File: config.mk
export PLATFORM = sky130hd
export DESIGN_NAME = tmff_front_flat
export DESIGN_NICKNAME = d
export VERILOG_FILES = /design/src/rtl/tmff_pkg.sv /design/src/rtl/tmff_in_if.sv /design/src/rtl/tmff_cfg_if.sv /design/src/rtl/tmff_front.sv /design/src/flat_wrapper.sv
export SDC_FILE = /design/constraint.sdc
export NUM_CORES = 1
export LEC_CHECK = 0
export BUFFER_PORTS_ARGS = -buffer_cell sky130_fd_sc_hd__buf_4
export CORE_MARGIN = 1.5
export CORE_UTILIZATION = 54
export CTS_CLUSTER_DIAMETER = 60
export DETAILED_ROUTE_END_ITERATION = 16
export GPL_TIMING_DRIVEN = 0
export PLACE_DENSITY = 0.81
export SETUP_SLACK_MARGIN = 0.3
export SLEW_MARGIN = 20
export SYNTH_ARGS = -nofsm -noshare
export SYNTH_HDL_FRONTEND = slang
export SYNTH_SLANG_ARGS = --single-unit
File: constraint.sdc
create_clock -name clk -period 5.3 [get_ports clk]
set_input_delay 0 -clock clk [delete_from_list [all_inputs] [get_ports clk]]
set_output_delay 0 -clock clk [all_outputs]
set_load 0.02 [all_outputs]
File: src/rtl/tmff_pkg.sv
// Shared types and constants for the tile map flood fill block.
// No dependencies; the design modules and the testbench import this package.
`timescale 1ns / 1ps
package tmff_pkg;
  localparam int MAX_COLUMNS = 64;
  localparam int MAX_ROWS    = 64;
  localparam int LAYER_COUNT = 4;
  localparam int STACK_DEPTH = 32768;

  localparam int COL_W   = 6;
  localparam int ROW_W   = 6;
  localparam int LAYER_W = 2;
  localparam int SIZE_W  = 7;
  localparam int TILE_W  = 25;
  localparam int ADDR_W  = LAYER_W + ROW_W + COL_W;
  localparam int STK_W   = ROW_W + COL_W;
  localparam int SP_W    = $clog2(STACK_DEPTH);
  localparam int CNT_W   = $clog2(STACK_DEPTH + 1);

  localparam logic [1:0] MODE_WRITE = 2'd0;
  localparam logic [1:0] MODE_READ  = 2'd1;
  localparam logic [1:0] MODE_FILL  = 2'd2;

  localparam logic [1:0] ST_DONE = 2'd0;
  localparam logic [1:0] ST_SAME = 2'd1;
  localparam logic [1:0] ST_OOR  = 2'd2;
  localparam logic [1:0] ST_OVF  = 2'd3;

  localparam logic [2:0] K_WRITE = 3'd0;
  localparam logic [2:0] K_READ  = 3'd1;
  localparam logic [2:0] K_FILL  = 3'd2;
  localparam logic [2:0] K_NOP   = 3'd3;
  localparam logic [2:0] K_OOR   = 3'd4;

  localparam logic [0:0] REG_WIDTH  = 1'd0;
  localparam logic [0:0] REG_HEIGHT = 1'd1;

  typedef struct packed {
    logic [2:0]         kind;
    logic [COL_W-1:0]   x;
    logic [ROW_W-1:0]   y;
    logic [LAYER_W-1:0] layer;
    logic [TILE_W-1:0]  word;
    logic [SIZE_W-1:0]  w;
    logic [SIZE_W-1:0]  h;
  } cmd_t;
endpackage

File: src/rtl/tmff_in_if.sv
// Input request channel: valid/ready plus the request fields.
// Depends on nothing.
`timescale 1ns / 1ps
interface tmff_in_if;
  logic        valid;
  logic        ready;
  logic [1:0]  mode;
  logic [5:0]  cell_x;
  logic [5:0]  cell_y;
  logic [1:0]  layer;
  logic        in_present;
  logic [7:0]  in_sheet;
  logic [15:0] in_index;
  modport source (output valid, mode, cell_x, cell_y, layer, in_present, in_sheet,
                  in_index, input ready);
  modport sink (input valid, mode, cell_x, cell_y, layer, in_present, in_sheet,
                in_index, output ready);
endinterface

File: src/rtl/tmff_cfg_if.sv
// Configuration write channel: valid/ready, register index and data.
// Depends on nothing.
`timescale 1ns / 1ps
interface tmff_cfg_if;
  logic       valid;
  logic       ready;
  logic [0:0] index;
  logic [6:0] data;
  modport source (output valid, index, data, input ready);
  modport sink (input valid, index, data, output ready);
endinterface

File: src/rtl/tmff_front.sv
// Front end: size registers, request classification and a two-entry command queue.
// Depends on tmff_pkg, tmff_in_if and tmff_cfg_if.
`timescale 1ns / 1ps
module tmff_front import tmff_pkg::*; (
  input  logic        clk,
  input  logic        rst,
  tmff_in_if.sink     in_ch,
  tmff_cfg_if.sink    cfg,
  input  logic        busy,
  output logic        cmd_valid,
  input  logic        cmd_ready,
  output cmd_t        cmd
);
  logic [SIZE_W-1:0] map_width;
  logic [SIZE_W-1:0] map_height;
  logic [SIZE_W-1:0] w;
  logic [SIZE_W-1:0] h;
  cmd_t              q [2];
  logic              wr_ptr;
  logic              rd_ptr;
  logic [1:0]        fill;
  cmd_t              new_cmd;
  logic              push;
  logic              pop;

  assign cfg.ready = 1'b1;

  always_ff @(posedge clk) begin
    if (rst) begin
      map_width  <= SIZE_W'(MAX_COLUMNS);
      map_height <= SIZE_W'(MAX_ROWS);
    end else if (cfg.valid) begin
      if (cfg.index == REG_WIDTH) map_width <= cfg.data;
      if (cfg.index == REG_HEIGHT) map_height <= cfg.data;
    end
  end

  // zero counts as one, oversize saturates
  always_comb begin
    w = map_width;
    h = map_height;
    if (map_width == '0) w = SIZE_W'(1);
    else if (32'(map_width) > MAX_COLUMNS) w = SIZE_W'(MAX_COLUMNS);
    if (map_height == '0) h = SIZE_W'(1);
    else if (32'(map_height) > MAX_ROWS) h = SIZE_W'(MAX_ROWS);
  end

  always_comb begin
    new_cmd.x     = in_ch.cell_x;
    new_cmd.y     = in_ch.cell_y;
    new_cmd.layer = in_ch.layer;
    new_cmd.w     = w;
    new_cmd.h     = h;
    new_cmd.word  = in_ch.in_present ? {1'b1, in_ch.in_sheet, in_ch.in_index} : '0;
    if (in_ch.mode != MODE_WRITE && in_ch.mode != MODE_READ && in_ch.mode != MODE_FILL)
      new_cmd.kind = K_NOP;
    else if ({1'b0, in_ch.cell_x} >= w || {1'b0, in_ch.cell_y} >= h ||
             32'(in_ch.layer) >= LAYER_COUNT)
      new_cmd.kind = K_OOR;
    else if (in_ch.mode == MODE_WRITE) new_cmd.kind = K_WRITE;
    else if (in_ch.mode == MODE_READ) new_cmd.kind = K_READ;
    else new_cmd.kind = K_FILL;
  end

  assign in_ch.ready = (fill != 2'd2) && !busy;
  assign push      = in_ch.valid && in_ch.ready;
  assign cmd_valid = (fill != 2'd0);
  assign pop       = cmd_valid && cmd_ready;
  assign cmd       = q[rd_ptr];

  always_ff @(posedge clk) begin
    if (push) q[wr_ptr] <= new_cmd;
  end

  always_ff @(posedge clk) begin
    if (rst) begin
      wr_ptr <= 1'b0;
      rd_ptr <= 1'b0;
      fill   <= 2'd0;
    end else begin
      if (push) wr_ptr <= !wr_ptr;
      if (pop) rd_ptr <= !rd_ptr;
      fill <= fill + 2'(push) - 2'(pop);
    end
  end
endmodule

File: src/flat_wrapper.sv
// flat-port wrapper written by rule: the top's interface ports become plain ports
module tmff_front_flat import tmff_pkg::*;
  (clk, rst, busy, cmd_valid, cmd_ready, cmd, in_ch_valid, in_ch_mode, in_ch_cell_x, in_ch_cell_y, in_ch_layer, in_ch_in_present, in_ch_in_sheet, in_ch_in_index, in_ch_ready, cfg_valid, cfg_index, cfg_data, cfg_ready);
  tmff_in_if in_ch_i ();
  tmff_cfg_if cfg_i ();
  input  logic clk;
  input  logic rst;
  input  logic busy;
  output logic cmd_valid;
  input  logic cmd_ready;
  output cmd_t cmd;
  input wire logic [$bits(in_ch_i.valid)-1:0] in_ch_valid;
  input wire logic [$bits(in_ch_i.mode)-1:0] in_ch_mode;
  input wire logic [$bits(in_ch_i.cell_x)-1:0] in_ch_cell_x;
  input wire logic [$bits(in_ch_i.cell_y)-1:0] in_ch_cell_y;
  input wire logic [$bits(in_ch_i.layer)-1:0] in_ch_layer;
  input wire logic [$bits(in_ch_i.in_present)-1:0] in_ch_in_present;
  input wire logic [$bits(in_ch_i.in_sheet)-1:0] in_ch_in_sheet;
  input wire logic [$bits(in_ch_i.in_index)-1:0] in_ch_in_index;
  output wire logic [$bits(in_ch_i.ready)-1:0] in_ch_ready;
  input wire logic [$bits(cfg_i.valid)-1:0] cfg_valid;
  input wire logic [$bits(cfg_i.index)-1:0] cfg_index;
  input wire logic [$bits(cfg_i.data)-1:0] cfg_data;
  output wire logic [$bits(cfg_i.ready)-1:0] cfg_ready;
  assign in_ch_i.valid = in_ch_valid;
  assign in_ch_i.mode = in_ch_mode;
  assign in_ch_i.cell_x = in_ch_cell_x;
  assign in_ch_i.cell_y = in_ch_cell_y;
  assign in_ch_i.layer = in_ch_layer;
  assign in_ch_i.in_present = in_ch_in_present;
  assign in_ch_i.in_sheet = in_ch_in_sheet;
  assign in_ch_i.in_index = in_ch_in_index;
  assign in_ch_ready = in_ch_i.ready;
  assign cfg_i.valid = cfg_valid;
  assign cfg_i.index = cfg_index;
  assign cfg_i.data = cfg_data;
  assign cfg_ready = cfg_i.ready;
  tmff_front u_core (.clk(clk), .rst(rst), .in_ch(in_ch_i), .cfg(cfg_i), .busy(busy), .cmd_valid(cmd_valid), .cmd_ready(cmd_ready), .cmd(cmd));
endmodule
==> results.sh, run 1 <==
export IMPL_syn2layout_area_growth_pct=40.9
export IMPL_gr_total_overflow=0
export IMPL_period_minus_slack_ns=2.76
export IMPL_grt_pass1_vias=3616
export IMPL_maxSlewHeadroom_pct=66.2
export IMPL_power_density_nw_per_um2=401
export IMPL_hold_path_startpoint="in_ch_valid"
export IMPL_required_ns=5.54
export IMPL_synth_distinct_cells=37
export IMPL_reg2reg_from="u_core.map_width[6]$_SDFFE_PP1P_"
export IMPL_synth_edff_count=112
export IMPL_synth_warnings=0
export IMPL_drv_slew=0
export IMPL_hold_violations=0
export IMPL_clk_path_buf_depth=2
export IMPL_ant_nets=0
export IMPL_whs_path_depth=4
export IMPL_ys_async_sr_fraction_pct=0
export IMPL_detailedRoute_firstPassIterationCount=4
export IMPL_ios=114
export IMPL_htree_levels=4
export IMPL_fill_cells=564
export IMPL_core_area_sq_um=9770
export IMPL_cts_resized=0
export IMPL_vias=3524
export IMPL_outcome="finished, final reports clean"
export IMPL_seq_area_sq_um=3740
export IMPL_synthesis_area_sq_um=5420
export IMPL_top_layer="met4"
export IMPL_drt_iter0_markers=147
export IMPL_synth_nets=427
export IMPL_syn_avg_cell_area_sq_um=15.1
export IMPL_drcViolationCount=0
export IMPL_wl_per_cell_um=16.5
export IMPL_r2r_cells=8
export IMPL_clk_latency_ns=0.51
export IMPL_fmax_mhz=363
export IMPL_drive_gt1_share_pct=38.1
export IMPL_slowest_delay_ns=0.58
export IMPL_critical_path_top_delay_family="buffers and inverters"
export IMPL_finClkSkew_ns=0.00852
export IMPL_wl_met1_mm=4.47
export IMPL_hold_class="input port to flip-flop"
export IMPL_die_area_sq_um=10700
export IMPL_multi_input_area_sq_um=1540
export IMPL_design_area_sq_um=7640
export IMPL_drt_wl_total_mm=11.5
export IMPL_r2r_slack_ns=2.54
export IMPL_numCtsBuffers=17
export IMPL_final_common_cell="edfxtp_1"
export IMPL_num_antenna_cells=0
export IMPL_dieWidth_um=103
export IMPL_initial_core_util_pct=55.5
export IMPL_crit_buf_inv=2
export IMPL_cp_cell_sequence="clkbuf_1 > nor2_1 > ha_1 > nand2b_4 > a2111oi_4 > a211oi_1 > a2bb2oi_1 > dlygate4sd3_1"
export IMPL_via_per_inst=5.08
export IMPL_layout_common_cells="112 x edfxtp_1, 110 x buf_4, 59 x dlygate4sd3_1"
export IMPL_yosysSeqAreaShare_pct=69.1
export IMPL_grt_max_degree=35
export IMPL_setup_viol=0
export IMPL_gp_congestion=0.900
export IMPL_cts_tree="done"
export IMPL_cts_sinks=131
export IMPL_rows=36
export IMPL_irDropWorstVdd_mv=0.229
export IMPL_fp_dieH_um=103
export IMPL_critPathSlowestCell="dlygate4sd3_1"
export IMPL_rsz0062_at_grt="false"
export IMPL_holdPathEnd="u_core.q[0][13]$_DFFE_PP_"
export IMPL_p_leak_nw=3.04
export IMPL_drv_cap=0
export IMPL_port_buffers=109
export IMPL_dp_hpwl_mm=7.04
export IMPL_cts_root_buf="clkbuf_8"
export IMPL_path_class="flip-flop to flip-flop"
export IMPL_timing_final_crit_share_pct=52.0
export IMPL_syn_inst=358
export IMPL_grt_pass1_wl_mm=17.1
export IMPL_track_usage_pct=22.3
export IMPL_tightest_slew_ns=0.506
export IMPL_ys_flop_type="edfxtp_1"
export IMPL_setup_tns_ns=0
export IMPL_final_nets=617
export IMPL_cp_max_fo=10
export IMPL_placed_area_sq_um=6480
export IMPL_antenna_found_initial=0
export IMPL_path_clk_slew_ns=0.06
export IMPL_synth_ff_latch_count=131
export IMPL_worstPathArrival_ns=3.00
export IMPL_start_kind="flip-flop"
export IMPL_endpoint_kind="flip-flop"
export IMPL_wl_met3_um=659
export IMPL_r2r_end="u_core.q[1][55]$_DFFE_PP_"
export IMPL_routed_wl_met2_mm=6.19
==> routing by layer <==
metal | vias to the layer above | GRT usage [%]
met3 | 18 | 6.25
met1 | 1696 | 24.0
met5 | - | 0
li1 | 1684 | -
met4 | 0 | 7.90
met2 | 126 | 41.8
==> area by class of cell <==
cell class | count | share of cell area, %
flip-flops and latches | 131 | 49.0
multi-input cells | 192 | 20.1
repair buffers | 171 | 19.3
clock buffers | 25 | 6.91
well taps | 133 | 2.18
plain buffers | 17 | 1.11
inverters | 18 | 0.884
clock inverters | 7 | 0.508
==> synth_stat cells (3+ instances only) <==
cell,n,area share [%]
xnor2_1,3,0.48
a211oi_1,3,0.42
ha_1,14,3.2
nand3_1,6,0.55
a21oi_1,16,1.5
clkbuf_1,6,0.42
nand2b_1,12,1.4
mux2_2,56,12
nor2_1,11,0.76
inv_1,18,1.2
dfxtp_1,19,7.0
buf_2,8,0.74
and2_1,26,3.0
nand2_1,21,1.5
edfxtp_1,112,62
==> kinds of logic (layout without fill, tap and decap cells) <==
| kind of cell | count (synthesis) | count (layout) | share of synthesized area [%] |
|---|---|---|---|
| flops | 131 | 131 | 69.1 |
| simple gates | 87 | 87 | 8.65 |
| mux | 56 | 56 | 11.6 |
| buf+inv | 35 | 238 | 2.82 |
| compound gates | 30 | 30 | 3.90 |
| fa+ha+maj | 14 | 14 | 3.23 |
| xor+xnor | 4 | 4 | 0.646 |
| other cells | 1 | 1 | 0.0692 |
==> power by group <==
| group | leakage, nW | internal, W | switching (W) |
|---|---|---|---|
| Clock | 0.288 | 0.000681 | 0.000400 |
| Combinational | 1.55 | 0.000371 | 0.000391 |
| Sequential | 1.20 | 0.00120 | 0.0000231 |
| Total | 3.04 | 0.00225 | 0.000814 |
==> what timing repair did <==
action / in CTS / in global routing
endpoints found under the hold margin: 102 / 0
endpoints found under the setup margin: 0 / 0
buffers inserted: 0 / 0
hold buffers: 59 / 0
==> worst max-delay path by stage <==
| stage | from | cells after the start | slack [ns] | to |
|---|---|---|---|---|
| after floorplan | u_core.fill[1]$_SDFF_PP0_ | 2 | 1.63 | u_core.q[0][0]$_DFFE_PP_ |
| after global placement | u_core.fill[0]$_SDFF_PP0_ | 3 | 0.22 | u_core.q[0][29]$_DFFE_PP_ |
| after detailed placement | u_core.map_height[1]$_SDFFE_PP0P_ | 8 | 3.09 | u_core.q[1][54]$_DFFE_PP_ |
| after CTS | u_core.map_width[6]$_SDFFE_PP1P_ | 8 | 2.55 | u_core.q[1][55]$_DFFE_PP_ |
| after global routing | u_core.map_width[5]$_SDFFE_PP0P_ | 9 | 2.37 | u_core.q[1][55]$_DFFE_PP_ |
| final | u_core.map_width[6]$_SDFFE_PP1P_ | 8 | 2.54 | u_core.q[1][55]$_DFFE_PP_ |
==> state kept, by name (all words and copies together) (netlist names), named ones only <==
| register | flops |
|---|---|
| u_core.q | 112 |
| u_core.map_height | 7 |
| u_core.wr_ptr | 1 |
| u_core.fill | 2 |
| u_core.rd_ptr | 1 |
| u_core.map_width | 7 |
==> through the flow <==
stage	std cells	power, W	util (%)	setup WS, ns	hold slack, ns
2_1_floorplan	358	0.00169	-	1.63	0.0769
3_3_place_gp	600	0.00194	65.5	0.215	0.187
3_5_place_dp	603	0.00197	66.3	3.09	0.196
4_1_cts	694	0.00309	78.2	2.55	0.102
5_1_grt	694	0.00318	78.2	2.37	0.115
6_report	694	0.00307	78.2	2.54	0.100
==> worst reg2reg max path, cell delays in order (launching register included) <==
cell and delay [ns]:
dfxtp_1 0.30, clkbuf_1 0.32, nor2_1 0.15, ha_1 0.31, nand2b_4 0.15, a2111oi_4 0.41, a211oi_1 0.12, a2bb2oi_1 0.16
dlygate4sd3_1 0.58
Power figures use the tool's default switching activity.
==> run 2: changes to the inputs <==
==> constraint.sdc (replaced) <==
create_clock -name clk -period 2.7 [get_ports clk]
set_input_delay 0 -clock clk [delete_from_list [all_inputs] [get_ports clk]]
set_output_delay 0 -clock clk [all_outputs]
set_load 0.02 [all_outputs]
==> run 2 against run 1 <==
Net effect: utilization increased by 0.32 points; largest cell class unchanged; sequential power increased by 98%; critical path depth unchanged; die area unchanged; sequential share of layout area decreased by 0.20 points; critical path type unchanged; highest routed layer unchanged.
==> results.sh, run 2 (synthesis results as in run 1) <==
export IMPL_outcome="finished, final reports clean"
export IMPL_worstPathArrival_ns=2.63
export IMPL_grt_pass1_vias=3729
export IMPL_num_antenna_cells=0
export IMPL_p_leak_nw=3.05
export IMPL_irDropWorstVdd_mv=0.592
export IMPL_drive_gt1_share_pct=38.8
export IMPL_start_kind="flip-flop"
export IMPL_r2r_slack_ns=0.36
export IMPL_gp_congestion=0.860
export IMPL_path_class="flip-flop to flip-flop"
export IMPL_tightest_slew_ns=0.791
export IMPL_required_ns=2.99
export IMPL_final_nets=615
export IMPL_cts_sinks=131
export IMPL_fp_dieH_um=103
export IMPL_clk_path_buf_depth=2
export IMPL_dieWidth_um=103
export IMPL_setup_tns_ns=0
export IMPL_track_usage_pct=22.9
export IMPL_drt_wl_total_mm=11.7
export IMPL_grt_pass1_wl_mm=17.5
export IMPL_numCtsBuffers=17
export IMPL_hold_path_startpoint="in_ch_valid"
export IMPL_cts_tree="done"
export IMPL_drt_iter0_markers=120
export IMPL_ios=114
export IMPL_die_area_sq_um=10700
export IMPL_layout_common_cells="112 x edfxtp_1, 110 x buf_4, 58 x dlygate4sd3_1"
export IMPL_timing_final_crit_share_pct=86.5
export IMPL_setup_viol=0
export IMPL_drv_cap=0
export IMPL_grt_max_degree=57
export IMPL_dp_hpwl_mm=7.17
export IMPL_reg_largest_list="u_core.q: 112 flops, u_core.map_height: 7 flops, u_core.map_width: 7 flops"
export IMPL_fmax_mhz=428
export IMPL_hold_class="input port to flip-flop"
export IMPL_syn2layout_area_growth_pct=41.5
export IMPL_drcViolationCount=0
export IMPL_gr_total_overflow=0
export IMPL_final_common_cell="edfxtp_1"
export IMPL_r2r_cells=8
export IMPL_rows=36
export IMPL_vias=3534
export IMPL_period_minus_slack_ns=2.34
export IMPL_cp_max_fo=3
export IMPL_core_area_sq_um=9770
export IMPL_power_density_nw_per_um2=800
export IMPL_endpoint_kind="flip-flop"
export IMPL_clk_latency_ns=0.51
export IMPL_top_register="u_core.q"
export IMPL_port_buffers=109
export IMPL_maxSlewHeadroom_pct=47.2
export IMPL_htree_levels=4
export IMPL_cts_setup_buffers=0
export IMPL_hold_violations=0
export IMPL_holdPathEnd="u_core.fill[0]$_SDFF_PP0_"
export IMPL_drv_slew=0
export IMPL_detailedRoute_firstPassIterationCount=4
export IMPL_reg2reg_from="u_core.map_width[5]$_SDFFE_PP0P_"
export IMPL_whs_path_depth=5
export IMPL_ant_nets=0
export IMPL_wl_per_cell_um=17.0
export IMPL_via_per_inst=5.11
export IMPL_rsz0062_at_grt="false"
export IMPL_initial_core_util_pct=55.5
export IMPL_largest_reg_flops=112
export IMPL_postLayoutCoreUtil_pct=78.5
export IMPL_cts_root_buf="clkbuf_8"
export IMPL_finClkSkew_ns=0.00918
export IMPL_antenna_found_initial=0
export IMPL_r2r_end="u_core.q[1][54]$_DFFE_PP_"
export IMPL_path_clk_slew_ns=0.06
-- run 2: per-stage QoR --
step	instances	area (sq um)	hold WS [ns]	setup slack, ns	power [W]
2_1_floorplan	358	5430	0.0769	0.699	0.00331
3_3_place_gp	600	6410	0.187	0.195	0.00381
3_5_place_dp	602	6470	0.192	0.453	0.00386
4_1_cts	692	7660	0.115	0.405	0.00616
5_1_grt	692	7670	0.145	0.267	0.00637
6_report	692	7670	0.154	0.364	0.00614
-- run 2: layout make-up --
class / count / area, sq um
timing repair buffer: 169 / 1450
tap: 133 / 166
multi-input combinational: 192 / 1550
clock buffer: 27 / 577
buffer: 17 / 85.1
clock inverter: 5 / 28.8
inverter: 18 / 67.6
fill: 538 / 2100
sequential: 131 / 3740
-- run 2: worst max path at each step --
stage,startpoint,to,slack [ns],cells after the start
after floorplan,u_core.fill[1]$_SDFF_PP0_,u_core.q[0][0]$_DFFE_PP_,0.70,2
final,u_core.map_width[5]$_SDFFE_PP0P_,u_core.q[1][54]$_DFFE_PP_,0.36,8
after detailed placement,u_core.map_width[5]$_SDFFE_PP0P_,u_core.q[1][54]$_DFFE_PP_,0.45,8
after CTS,u_core.map_height[1]$_SDFFE_PP0P_,u_core.q[0][54]$_DFFE_PP_,0.40,8
after global placement,u_core.fill[1]$_SDFF_PP0_,u_core.q[0][33]$_DFFE_PP_,0.19,2
after global routing,u_core.map_height[1]$_SDFFE_PP0P_,u_core.q[0][54]$_DFFE_PP_,0.27,8
-- run 2: metal layers --
layer | wire length, um | up-vias | track usage, %
li1 | - | 1678 | -
met1 | 4330 | 1692 | 22.2
met2 | 6460 | 144 | 44.6
met3 | 746 | 20 | 7.33
met4 | 204 | 0 | 9.15
met5 | 0 | - | 0
-- run 2: timing repair --
item	in CTS	in global routing
resized for setup	0	3
setup endpoints to repair	0	4
endpoints found under the hold margin	102	0
hold buffers	58	0
-- run 2: power by group --
group	total (W)	internal (W)	switching, W
registers	0.00241	0.00236	0.0000489
logic	0.00150	0.000728	0.000774
clock network	0.00223	0.00144	0.000785
total	0.00614	0.00453	0.00161
-- run 2: critical path, stage by stage, from the launching register on --
cell	delay (ns)
dfxtp_1	0.34
nor3_1	0.19
a21oi_1	0.10
nor2_1	0.23
ha_1	0.29
nand2b_4	0.15
a2111oi_4	0.39
a21oi_2	0.10
a221oi_2	0.34
